===== src/rtl/swmf_pkg.sv =====
`timescale 1ns / 1ps
`default_nettype none
// ----------------------------------------------------------------------------
// swmf_pkg
// Shared types and constants for the square window morphology filter.
// ----------------------------------------------------------------------------

package swmf_pkg;

    localparam int PIX_W     = 8;
    localparam int POS_OUT_W = 10;
    localparam int CFG_IDX_W = 3;
    localparam int CFG_DAT_W = 11;
    localparam int RAD_W     = 2;

    localparam logic [PIX_W-1:0] PIX_MAX = 8'd255;

    typedef enum logic [CFG_IDX_W-1:0] {
        CFG_MODE   = 3'd0,
        CFG_RADIUS = 3'd1,
        CFG_WIDTH  = 3'd2,
        CFG_HEIGHT = 3'd3
    } cfg_index_t;

    typedef enum logic {
        MODE_ERODE  = 1'b0,
        MODE_DILATE = 1'b1
    } mode_t;

    typedef struct packed {
        logic              shift;
        mode_t             mode;
        logic [RAD_W-1:0]  radius;
    } cell_ctrl_t;

    function automatic logic [PIX_W-1:0] pick_extreme(
        input mode_t            mode,
        input logic [PIX_W-1:0] a,
        input logic [PIX_W-1:0] b
    );
        logic b_wins;
        b_wins = (mode == MODE_DILATE) ? (b > a) : (b < a);
        return b_wins ? b : a;
    endfunction

    function automatic logic [PIX_W-1:0] extreme_identity(input mode_t mode);
        return (mode == MODE_DILATE) ? '0 : PIX_MAX;
    endfunction

endpackage

`default_nettype wire


===== src/rtl/swmf_cell.sv =====
`timescale 1ns / 1ps
`default_nettype none
// ----------------------------------------------------------------------------
// swmf_cell
// One column tap of the horizontal window: holds a column extreme, passes it
// to its neighbor on shift, and, when within the window, folds it into the
// running window extreme.

module swmf_cell
    import swmf_pkg::*;
#(
    parameter int IDX = 0
)
(
    input  wire logic             clk,
    input  wire cell_ctrl_t       ctrl,
    input  wire logic [PIX_W-1:0] col_in,
    output logic      [PIX_W-1:0] col_out,
    input  wire logic [PIX_W-1:0] acc_in,
    output logic      [PIX_W-1:0] acc_out
);

    logic [PIX_W-1:0] col_reg;
    logic             in_window;

    always_ff @(posedge clk)
    begin
        if (ctrl.shift)
        begin
            col_reg <= col_in;
        end
    end

    assign in_window = ((32'(ctrl.radius) << 1) >= IDX);
    assign col_out   = col_reg;
    assign acc_out   = in_window ? pick_extreme(ctrl.mode, acc_in, col_reg) : acc_in;

endmodule

`default_nettype wire


===== config.mk =====
export PLATFORM = sky130hd
export DESIGN_NAME = swmf_cell
export DESIGN_NICKNAME = d
export VERILOG_FILES = /design/src/rtl/swmf_pkg.sv /design/src/rtl/swmf_cell.sv
export SDC_FILE = /design/constraint.sdc
export NUM_CORES = 1
export LEC_CHECK = 0
export BUFFER_PORTS_ARGS = -buffer_cell sky130_fd_sc_hd__buf_4
export CAP_MARGIN = 20
export CORE_MARGIN = 2
export CORE_UTILIZATION = 44
export DETAILED_ROUTE_END_ITERATION = 7
export PLACE_DENSITY = 0.86
export SETUP_SLACK_MARGIN = 0.1
export SLEW_MARGIN = 10
export SYNTH_ARGS = -nofsm -noshare
export SYNTH_HDL_FRONTEND = slang
export SYNTH_SLANG_ARGS = --single-unit

===== constraint.sdc =====
create_clock -name clk -period 4.5 [get_ports clk]
set_clock_uncertainty 0.2 [all_clocks]
set_input_delay 0.675 -clock clk [delete_from_list [all_inputs] [get_ports clk]]
set_output_delay 0.675 -clock clk [all_outputs]
set_load 0.005 [all_outputs]

# Word-level counts from Yosys, hierarchy flattened
# Index checks and enable logic that the tools add are counted.
[op_classes]
n_mux = 3
magnitude_cmp = 3
[ops]
columns = ["cell", "n"]
rows = [
  ["two-way mux 8 bit", 2],
  ["> comparator 8 bit", 1],
  ["less-than comparator 8 bit", 1],
  ["greater-or-equal comparator 3 x 1 -> 1 bit (second input constant)", 1],
  ["two-way mux 1 bit", 1],
]
[word_totals]
out_inout_bits = 16
ff_bits = 8
wordCells = 7
inputBits = 21

# Depth between registers and ports, before layout
# Gate-level depths: netlist of the first run.
[logic_depth]
word_depth = 4
depth_mapped = 8
depth_no_buf = 7

# Worst setup path after synthesis of the first run
# Ideal clock, no wire load.
[synth_path]
path_kind = "in2out"
from = "input acc_in[7]"
to = "output acc_out[0]"
required_ns = 3.625
n_path_buf = 1
arrival_ns = 2.030
cell_stages = 8
path_slack_ns = 1.595
cell_sequence = "inv_1 -> ha_1 -> a21oi_2 -> o21ai_1 -> or2_0 -> o211a_1 -> buf_6 -> mux2_4"
[synth_via]
elab_chain_cells = 4
word_cells_on_any_way = 5
classes_between = "order compare: 2; mux: 3"
[synth_lines]
columns = ["item", "line_no", "text"]
rows = [
  ["start: declaration", "swmf_cell.sv:19", "input wire logic [PIX_W-1:0] acc_in,"],
  ["less-than comparator 8 bit / > comparator 8 bit (equally long branches)", "swmf_pkg.sv:42", "b_wins = (mode == MODE_DILATE) ? (b > a) : (b < a);"],
  ["two-way mux 1 bit *", "swmf_pkg.sv:42", ""],
  ["two-way mux 8 bit *", "swmf_pkg.sv:43", "return b_wins ? b : a;"],
  ["two-way mux 8 bit *", "swmf_cell.sv:36", "assign acc_out = in_window ? pick_extreme(ctrl.mode, acc_in, col_reg) : acc_in;"],
  ["end: declaration", "swmf_cell.sv:20", "output logic [PIX_W-1:0] acc_out"],
]
# Every way passes the cells marked *; elsewhere a longest branch is shown, timed or not.

# Worst setup path after layout of the first run
[layout_path]
from = "input acc_in[1]"
to = "output acc_out[2]"
# Same word-level chain as after synthesis.

==> results.cfg, run 1 <==
[floorplanning]
io_pins = 37
die_h_um = 41.1
core-area_um2 = 1280
die-area_um2 = 1690
num_rows = 13
initial_core_util_pct = 47.0
die_x_um = 41.1

[final_layout]
final_cell_mix = buf_4, inv_1, mux2_4, ha_1, edfxtp_1
final_nets = 115
fin_cells = 99
layout_commonest_cell = buf_4
fin_util_pct = 69.2
drive_above_1_share_pct = 57.1
fin_area_um2 = 890
largest_register_ffs = 8
area_growth_pct = 47.2
nFillCells = 92
num_antenna_cells = 0

[cts]
hold_buffers = 0
cts_tree = yes
cts-htree-levels = 1
post_cts_buffers = 0
numCtsBuffers = 3
clock-sinks = 8
clkTransAtPathRegs_ns = 0.05
cts_max_path_buffers = 2
cts_resized = 0
cts-root-buf = clkbuf_4

[power_and_ir_drop]
vdd_drop_max_mv = 0.232
power_per_cell_area_nw_per_um2 = 266
leakage_uw = 0.000459

[detailed_routing]
via_count = 484
routedWlPerCell_um = 12.1
vias_per_cell = 4.89
ant_nets = 0
drtIter0Drc = 4
first_pass_iters = 4
drc = 0
wirelength_um = 1200

[setup_path]
required_ns = 3.62
path_max_fanout = 8
critPathCaptureType = output pin
start_kind = primary input
critPathSlowestCell = o211a_1
cp.arrival_ns = 2.45
critical_path_class = primary input to output pin
cp_common_cell = buf_4
worst_path_largest_cell_delay_ns = 0.44
path_cells = buf_4 -> inv_1 -> ha_1 -> nor2b_2 -> o211ai_2 -> a211o_1 -> o211a_1 -> mux2_4 -> buf_4

[timing]
setup_viol_count_final = 0
worst_pin_slew_ns = 0.466
hold_violations = 0
drv_slew = 0
finalCritPeriodShare_pct = 73.8
rsz0062_at_grt = false
setup_slack_ns = 1.18
relSlewSlack_pct = 68.9
final.setup.tns_ns = 0
fmax_ghz = 0.301
period_needed_ns = 3.32

[placed_design]
gp_congestion = 0.704
dp_worst_setup_slack_ns = 1.18
dp_hpwl_um = 1040
io_buffers = 34
postPlaceCellArea_um2 = 867
place_inst = 96

[grt]
grt_overflow = 0
grt_max_degree = 9
antenna_found_initial = 0
grt_pass1_wl_um = 1770
grt_pass1_vias = 465
track_usage_pct = 17.1

[status]
status = complete, no violations

[logic_synthesis]
yosysWarnings = 0
syn_area_um2 = 604
yosysSeqAreaShare_pct = 39.8
synth_area_per_cell_um2 = 12.6
synth-seq-cells = 8
syn-num-nets = 77
synth.distinct_cells = 16
synthCells = 48

[flow_run]
maxCapViolCount = 0

[hold_path]
hold_class = primary input to flop
[worst paths after layout]
kind,from,end,slack (ns),cells after the start
worst max-delay path,acc_in[1],acc_out[2],1.18,9
worst min-delay path,col_in[4],col_out[4],0.40,1
[where the power goes]
| group | switching [uW] | internal, uW | leakage (uW) |
|---|---|---|---|
| logic | 33.5 | 57.1 | 0.000367 |
| registers | 4.92 | 89.2 | 0.0000783 |
| clock network | 21.4 | 30.3 | 0.0000138 |
[stage by stage]
stage,hold WS (ns),total power [uW]
6_report,0.396,237
4_1_cts,0.391,239
5_1_grt,0.392,249
3_3_place_gp,0.653,184
3_5_place_dp,0.654,187
2_1_floorplan,0.574,145
[logic make-up after synthesis]
kind of cell / count (synthesis) / synth area share [%]
AO/OA/AOI/OAI: 9 / 11.2
adder cells (fa/ha/maj): 8 / 16.6
buffers and inverters: 9 / 6.83
multiplexers: 8 / 19.9
flip-flops: 8 / 39.8
AND/OR/NAND/NOR: 6 / 5.80
[metal layers]
| metal | wire length, um | global-route usage [%] | vias up | part of all wire (%) |
|---|---|---|---|---|
| met5 | 0 | 0 | - | 0 |
| met4 | 25 | 15.0 | 0 | 2.1 |
| met3 | 66 | 3.26 | 4 | 5.5 |
| met2 | 666 | 28.5 | 21 | 56 |
| met1 | 437 | 18.1 | 209 | 37 |
| li1 | - | - | 250 | - |
[critical path, delay by kind of cell]
kind,cells,cell delay [ns]
mux,1,0.35
simple gates,1,0.16
fa+ha+maj,1,0.28
compound gates,3,0.73
buf+inv,3,0.25
[layout make-up]
type	instances	area [um2]	share of cell area [%]
Tap cell	15	18.8	2.11
Clock buffer	3	22.5	2.53
Sequential cell	8	240	27.0
Multi-Input combinational cell	31	323	36.3
Timing Repair Buffer	34	255	28.7
Inverter	8	30.0	3.38
[cells in the mapped netlist]
| library cell | number | area [um2] |
|---|---|---|
| a211o_1 | 1 | 8.76 |
| a21oi_1 | 3 | 15.0 |
| a21oi_2 | 1 | 8.76 |
| buf_6 | 1 | 11.3 |
| edfxtp_1 | 8 | 240 |
| ha_1 | 8 | 100 |
| inv_1 | 8 | 30.0 |
| mux2_4 | 8 | 120 |
| nand2_1 | 2 | 7.51 |
| nand4_1 | 2 | 12.5 |
| nor2b_2 | 1 | 8.76 |
| o211a_1 | 1 | 10.0 |
| o211ai_1 | 1 | 7.51 |
| o211ai_2 | 1 | 12.5 |
| o21ai_1 | 1 | 5.00 |
| or2_0 | 1 | 6.26 |
(Power assumes the default switching activity.)
==> inputs of run 2 (changes only) <==
- CORE_UTILIZATION: 44 -> 37
- PLACE_DENSITY: 0.86 -> 0.77
- clock period: 4.5 -> 2.7 ns (I/O delays scaled with it)
==> results.cfg, run 2 (same netlist as run 1, synthesis figures left out) <==
[grt]
grt_pass1_wl_um = 2100
grt_overflow = 0
met1_usage_pct = 17.8
grt_max_degree = 9
grt_pass1_vias = 541
top_usage_layer = met2
grt_util_met2_pct = 23.2
use_met3_pct = 3.67
antenna_found_initial = 0
track_usage_pct = 14.9

[timing]
rsz0062_at_grt = true
fmax_ghz = 0.363
relSlewSlack_pct = 86.8
worst_pin_slew_ns = 0.198
hold_ws_ns = 0.130
finalCritPeriodShare_pct = 102
period_needed_ns = 2.75
drv_slew = 0
setup_slack_ns = -0.0532
hold_violations = 0
setup_viol_count_final = 8

[placed_design]
io_buffers = 34
postPlaceCellArea_um2 = 876
dp_worst_setup_slack_ns = -0.0780
gp_congestion = 0.714
dp_hpwl_um = 963

[floorplanning]
initial_core_util_pct = 39.7
num_rows = 14
die-area_um2 = 1970
io_pins = 37
core-area_um2 = 1520
die_h_um = 44.4
die_x_um = 44.4

[cts]
cts_max_path_buffers = 2
cts-root-buf = clkbuf_4
numCtsBuffers = 3
cts_tree = yes
cts-htree-levels = 1
clock-sinks = 8
clkTransAtPathRegs_ns = 0.05

[final_layout]
num_antenna_cells = 0
drive_above_1_share_pct = 61.4
layout_commonest_cell = buf_4
final_nets = 119
nFillCells = 107
fin_util_pct = 64.0
final_cell_mix = buf_4, inv_1, mux2_4, edfxtp_1, buf_6
largest_register_ffs = 8
area_growth_pct = 61.5
fin_area_um2 = 976

[hold_path]
hold_class = primary input to flop
hold_depth = 1

[setup_path]
path_cells = ha_4 -> a21oi_2 -> o21ai_1 -> or2_1 -> o211a_4 -> mux2_4 -> buf_6
cp.depth = 7
start_kind = flop
critPathSlowestCell = edfxtp_1
required_ns = 2.10
path_max_fanout = 8
cp.arrival_ns = 2.15
critPathCaptureType = output pin
cp.buffers_inverters = 1
cp_top_family = compound AO/OA/AOI/OAI gates
critical_path_class = flop to output pin
worst_path_largest_cell_delay_ns = 0.43

[detailed_routing]
drc = 0
wirelength_um = 1290
via_count = 501
drtIter0Drc = 3
first_pass_iters = 2
ant_nets = 0
vias_per_cell = 4.82
routedWlPerCell_um = 12.4

[power_and_ir_drop]
p_sw_share_pct = 25.1
combPwrFrac_pct = 42.9
vdd_drop_max_mv = 0.319
internal-power_uw = 317
clock_power_share_pct = 20.2
leakage_uw = 0.000490
switchingPower_uw = 106
pwr-share-seq_pct = 37.0
power_per_cell_area_nw_per_um2 = 434

[status]
status = complete, but fails checks
violations = negative setup slack

[flow_run]
maxCapViolCount = 0
-- run 2: cell types whose count changed in the layout (fill, tap and decap cells not counted) --
| cell | change |
|---|---|
| o211a_4 | +1 |
| buf_6 | +8 |
| ha_4 | +1 |
| or2_1 | +1 |
| o211a_1 | -1 |
| or2_0 | -1 |
| nor2b_2 | -1 |
| nor2b_4 | +1 |
| ha_1 | -1 |
| buf_4 | -4 |
-- run 2: what timing repair did --
| item | in CTS | in global routing |
|---|---|---|
| pin swaps | 1 | 3 |
| resized for setup | 12 | 1 |
| buffers inserted | 2 | 1 |
| gates cloned | 0 | 0 |
| hold buffers | 0 | 0 |
| endpoints found under the setup margin | 8 | 8 |
-- run 2: path summary, 6_finish.rpt --
path / from / endpoint / slack, ns
setup / recovery: col_out[7] / acc_out[5] / -0.05
hold / removal: col_in[5] / col_out[5] / 0.13
-- run 2: per-layer routing --
metal | wire (um) | up-vias
met5 | 0 | -
met4 | 37 | 0
met3 | 78 | 5
met2 | 670 | 21
met1 | 500 | 218
li1 | - | 257
-- run 2: power by group through the flow --
stage               clock, uW  combinational, uW  sequential [uW]
floorplan                   0               83.0              159
global placement            0                151              159
detailed placement          0                153              158
CTS                      89.8                179              156
global route             97.5                196              157
finish                   85.3                182              157
-- run 2: area by class of cell --
class / count / area, um2 / area share, %
sequential: 8 / 240 / 24.6
tap: 16 / 20.0 / 2.05
inverter: 8 / 30.0 / 3.08
multi-input combinational: 31 / 348 / 35.6
clock buffer: 3 / 22.5 / 2.31
timing repair buffer: 38 / 315 / 32.3
-- run 2: through the flow --
stage	cells	setup TNS, ns	total power [uW]
after floorplan	48	0	242
after global placement	98	-0.461	309
after detailed placement	98	-0.607	312
after CTS	103	-0.253	426
after global routing	104	-1.14	451
final	104	-0.413	423
